<file path="config.mk">
export PLATFORM = sky130hd
export DESIGN_NAME = ttps_ram
export DESIGN_NICKNAME = d
export VERILOG_FILES = /design/src/rtl/core/ttps_ram.sv
export SDC_FILE = /design/constraint.sdc
export NUM_CORES = 1
export LEC_CHECK = 0
export BUFFER_PORTS_ARGS = -buffer_cell sky130_fd_sc_hd__buf_2
export CAP_MARGIN = 20
export CORE_AREA = 2 2 134 136
export DETAILED_ROUTE_END_ITERATION = 12
export DIE_AREA = 0 0 136 138
export MAX_ROUTING_LAYER = met4
export PLACE_DENSITY_LB_ADDON = 0.3
export SLEW_MARGIN = 20
export SYNTH_ARGS = -nofsm -noshare
export SYNTH_HDL_FRONTEND = slang
export SYNTH_SLANG_ARGS = --single-unit
</file>
<file path="constraint.sdc">
create_clock -name clk -period 4.4 [get_ports clk]
set_input_delay 0.22 -clock clk [delete_from_list [all_inputs] [get_ports clk]]
set_output_delay 0.22 -clock clk [all_outputs]
set_load 0.05 [all_outputs]
</file>
<file path="src/rtl/core/ttps_ram.sv">
// Generic single-clock RAM with one write port and one registered read port.
// A read of the address being written returns the old contents.
// Has no dependencies.
module ttps_ram #(
	parameter int unsigned WIDTH = 8,
	parameter int unsigned DEPTH = 16,
	parameter int unsigned ADDR_W = $clog2(DEPTH)
) (
	input  logic              clk,
	input  logic              wr_en,
	input  logic [ADDR_W-1:0] wr_addr,
	input  logic [WIDTH-1:0]  wr_data,
	input  logic [ADDR_W-1:0] rd_addr,
	output logic [WIDTH-1:0]  rd_data
);

	logic [WIDTH-1:0] mem [DEPTH];

	// Write port.
	always_ff @(posedge clk) begin
		if (wr_en) begin
			mem[wr_addr] <= wr_data;
		end
	end

	// Registered read port.
	always_ff @(posedge clk) begin
		rd_data <= mem[rd_addr];
	end

endmodule

</file>
==> summary.txt <==
Synth
  – Synth Instances: 229
  – Synth Area in Simple Gates: 3.184%
  – Adder-cell area share of the yosys netlist: 0%
  – Post-synthesis compound-gate area fraction: 2.333%
  – Largest family of logic cells by synthesized area: multiplexers
  – Synth Area in XOR/XNOR: 0%
  – Seq cells post-synth: 136
  – Synth warn: 0
  – Synthesized area per cell: 22.48 um2
  – Mapped Nets: 247
  – Seq/Total Area, Yosys: 77.78%
  – Cell Area, Synth: 5147 um2
  – Post-synth cell types: 19
  – Multiplexer area fraction after synthesis: 15.02%

GRT
  – First-pass GRT wire length: 15240 um
  – Initial antenna violation count: 0
  – Grt ovf: 0
  – GRT Util Overall: 11.92%
  – Vias in the first global route: 2497
  – Pin count of the biggest net entering global routing: 33

CTS
  – CTS Buffer Depth: 2
  – Worst-path clk slew: 60 ps
  – Clk_lat worst skew: 410 ps
  – Post-CTS sizing: 0
  – CTS hold repair buffers: 0
  – CTS tree: yes
  – CTS sink count: 136
  – H-Tree Depth: 4
  – Post-CTS setup buffer count: 0
  – Clk root buf: clkbuf_16
  – Num CTS Buffers: 17

Pwr
  – Flop pwr share: 51.4%
  – Sw frac: 20.47%
  – Sw Pwr: 581.4 uW
  – Leakage power: 0.001955 uW
  – Worst VDD drop: 0.3476 mV
  – PwrDens: 472.8 nW/um2
  – Internal Power: 2259 uW
  – Clk pwr share: 43.1%
  – Comb power frac: 5.6%

Detailed routing
  – DR WL/cell: 20.16 um
  – TritonRoute pass-1 iters: 4
  – Via density: 4.595
  – First DRT Iteration DRCs: 273
  – Vias: 2325
  – Antenna Violating Nets Remaining: 0
  – DRC viols: 0
  – Drt total wl: 10200 um

Timing
  – Slew @ Worst Pin: 975.9 ps
  – Hold violation count in the final report: 0
  – Final Cycle Share: 41.00%
  – Peak Freq: 554.3 MHz
  – Slew headroom: 34.70%
  – Final worst slack: 2596 ps
  – Slew Limit Fails: 0
  – Clk_skew: 9.173 ps
  – # setup viols final: 0
  – RSZ-0062 raised after global routing: no
  – Tmin final: 1804 ps
  – Post-route setup TNS: 0 ps

Die
  – Die Width: 136 um
  – Total die area: 18770 um2
  – DIE HEIGHT: 138 um
  – Placeable Area: 17530 um2
  – # rows: 49
  – Io pins: 26
  – Initial Util: 29.36%

Final layout
  – Share of cells above drive strength 1: 24.55%
  – P&R area growth vs syn: 16.70%
  – Post-layout net count: 284
  – Number of fill cells: 1696
  – Diodes inserted: 0

Setup path
  – CP required: 4680 ps
  – R2r setup slk: 3030 ps
  – CP max stage delay: 650 ps
  – CP max FO: 24
  – CP bufs+invs: 2
  – Worst path cell trace: buf_2 -> buf_4 -> mux4_1 -> a22oi_1 -> nand2_1
  – Crit path DAT: 2090 ps
  – CP Class: in -> reg
  – Worst setup SP type: primary input
  – Slowest cell on crit path: buf_2
  – CP endpoint kind: flip-flop
  – Cell family with most CP delay: buffers and inverters

Min path
  – Hold crit path type: in -> reg

Job
  – Max cap viols: 0

Outcome
  – Status: finished clean

Placement
  – Port Buffers: 25
  – RePlAce Congestion: 0.7287
  – Post-Place Setup Slack: 2101 ps
  – Final HPWL DP: 6276 um
## cell usage in the layout, fill, tap and decap left out
master	instances
dfxtp_1	8
buf_2	25
mux4_2	18
clkbuf_16	17
bufinv_16	1
edfxtp_1	128
clkinv_1	6
nor3_2	2
and2_1	1
nand2_1	9
nor2_1	13
buf_4	3
nor2b_1	1
nand3b_1	2
or3b_2	1
nor3_1	2
nand2b_1	2
mux4_1	14
and2b_1	1
clkbuf_1	5
nand3_1	1
clkinv_2	1
a22oi_1	16
## kinds of logic after synthesis
group,after synthesis
flops,136
simple gates,35
mux,32
compound gates,16
buf+inv,10
## final cells by class
| class | instances | area, um2 | share of cell area [%] |
|---|---|---|---|
| Sequential cell | 136 | 4004 | 66.65 |
| Clock inverter | 8 | 57.56 | 0.9581 |
| Tap cell | 229 | 286.5 | 4.770 |
| Clock buffer | 22 | 444.2 | 7.394 |
| Timing Repair Buffer | 28 | 147.6 | 2.458 |
| Multi-Input combinational cell | 83 | 1067 | 17.77 |
## final timing paths
path                                           start                  end  cells past startpoint
worst max-delay path                      rd_addr[0]   rd_data[1]$_DFF_P_                      5
worst min-delay path                      wr_data[1]  mem[4][1]$_DFFE_PP_                      1
worst max register to register  mem[11][7]$_DFFE_PP_   rd_data[7]$_DFF_P_                      3
worst min register to register   mem[5][1]$_DFFE_PP_   rd_data[1]$_DFF_P_                      3
## flip-flops by register name, summed over array words and instances, names as in the netlist
register / flops
mem: 128
rd_data: 8
## power by group through the flow
stage / clock network, uW / logic [uW] / registers [uW]
after floorplan: 0 / 73.5 / 1510
after global placement: 0 / 157 / 1480
after detailed placement: 0 / 161 / 1480
after CTS: 1250 / 161 / 1460
after global routing: 1300 / 170 / 1460
final: 1220 / 158 / 1460
## through the flow
stage          cells  power [uW]  util (%)  hold slack (ps)  instance area (um2)
3_5_place_dp     476        1646     31.40            620.3                 5505
5_1_grt          506        2932     34.26            200.7                 6007
4_1_cts          506        2873     34.26            186.4                 6007
3_3_place_gp     476        1641     31.37            607.4                 5500
2_1_floorplan    229        1585         -            318.9                 5147
6_report         506        2840     34.26            205.9                 6007
## per-layer routing
metal / up-vias / part of all wire [%] / global-route usage, %
met3: 6 / 5.4 / 4.107
met5: - / 0 / -
met4: 0 / 0.76 / 3.618
met2: 61 / 46 / 16.74
li1: 1044 / - / -
met1: 1214 / 48 / 16.37
## cell usage after synthesis (all sizes together)
master | number | share of area (%)
nor2 | 13 | 0.95
dfxtp | 8 | 3.1
nand3 | 1 | 0.097
nand3b | 2 | 0.29
buf | 7 | 1.1
nand2 | 9 | 0.66
nor3 | 4 | 0.39
mux4 | 32 | 15
edfxtp | 128 | 75
nand2b | 2 | 0.24
a22oi | 16 | 2.3
and2 | 1 | 0.12
and2b | 1 | 0.15
or3b | 1 | 0.17
nor2b | 1 | 0.12
clkdlybuf4s25 | 3 | 0.58
(Power assumes the default switching activity.)
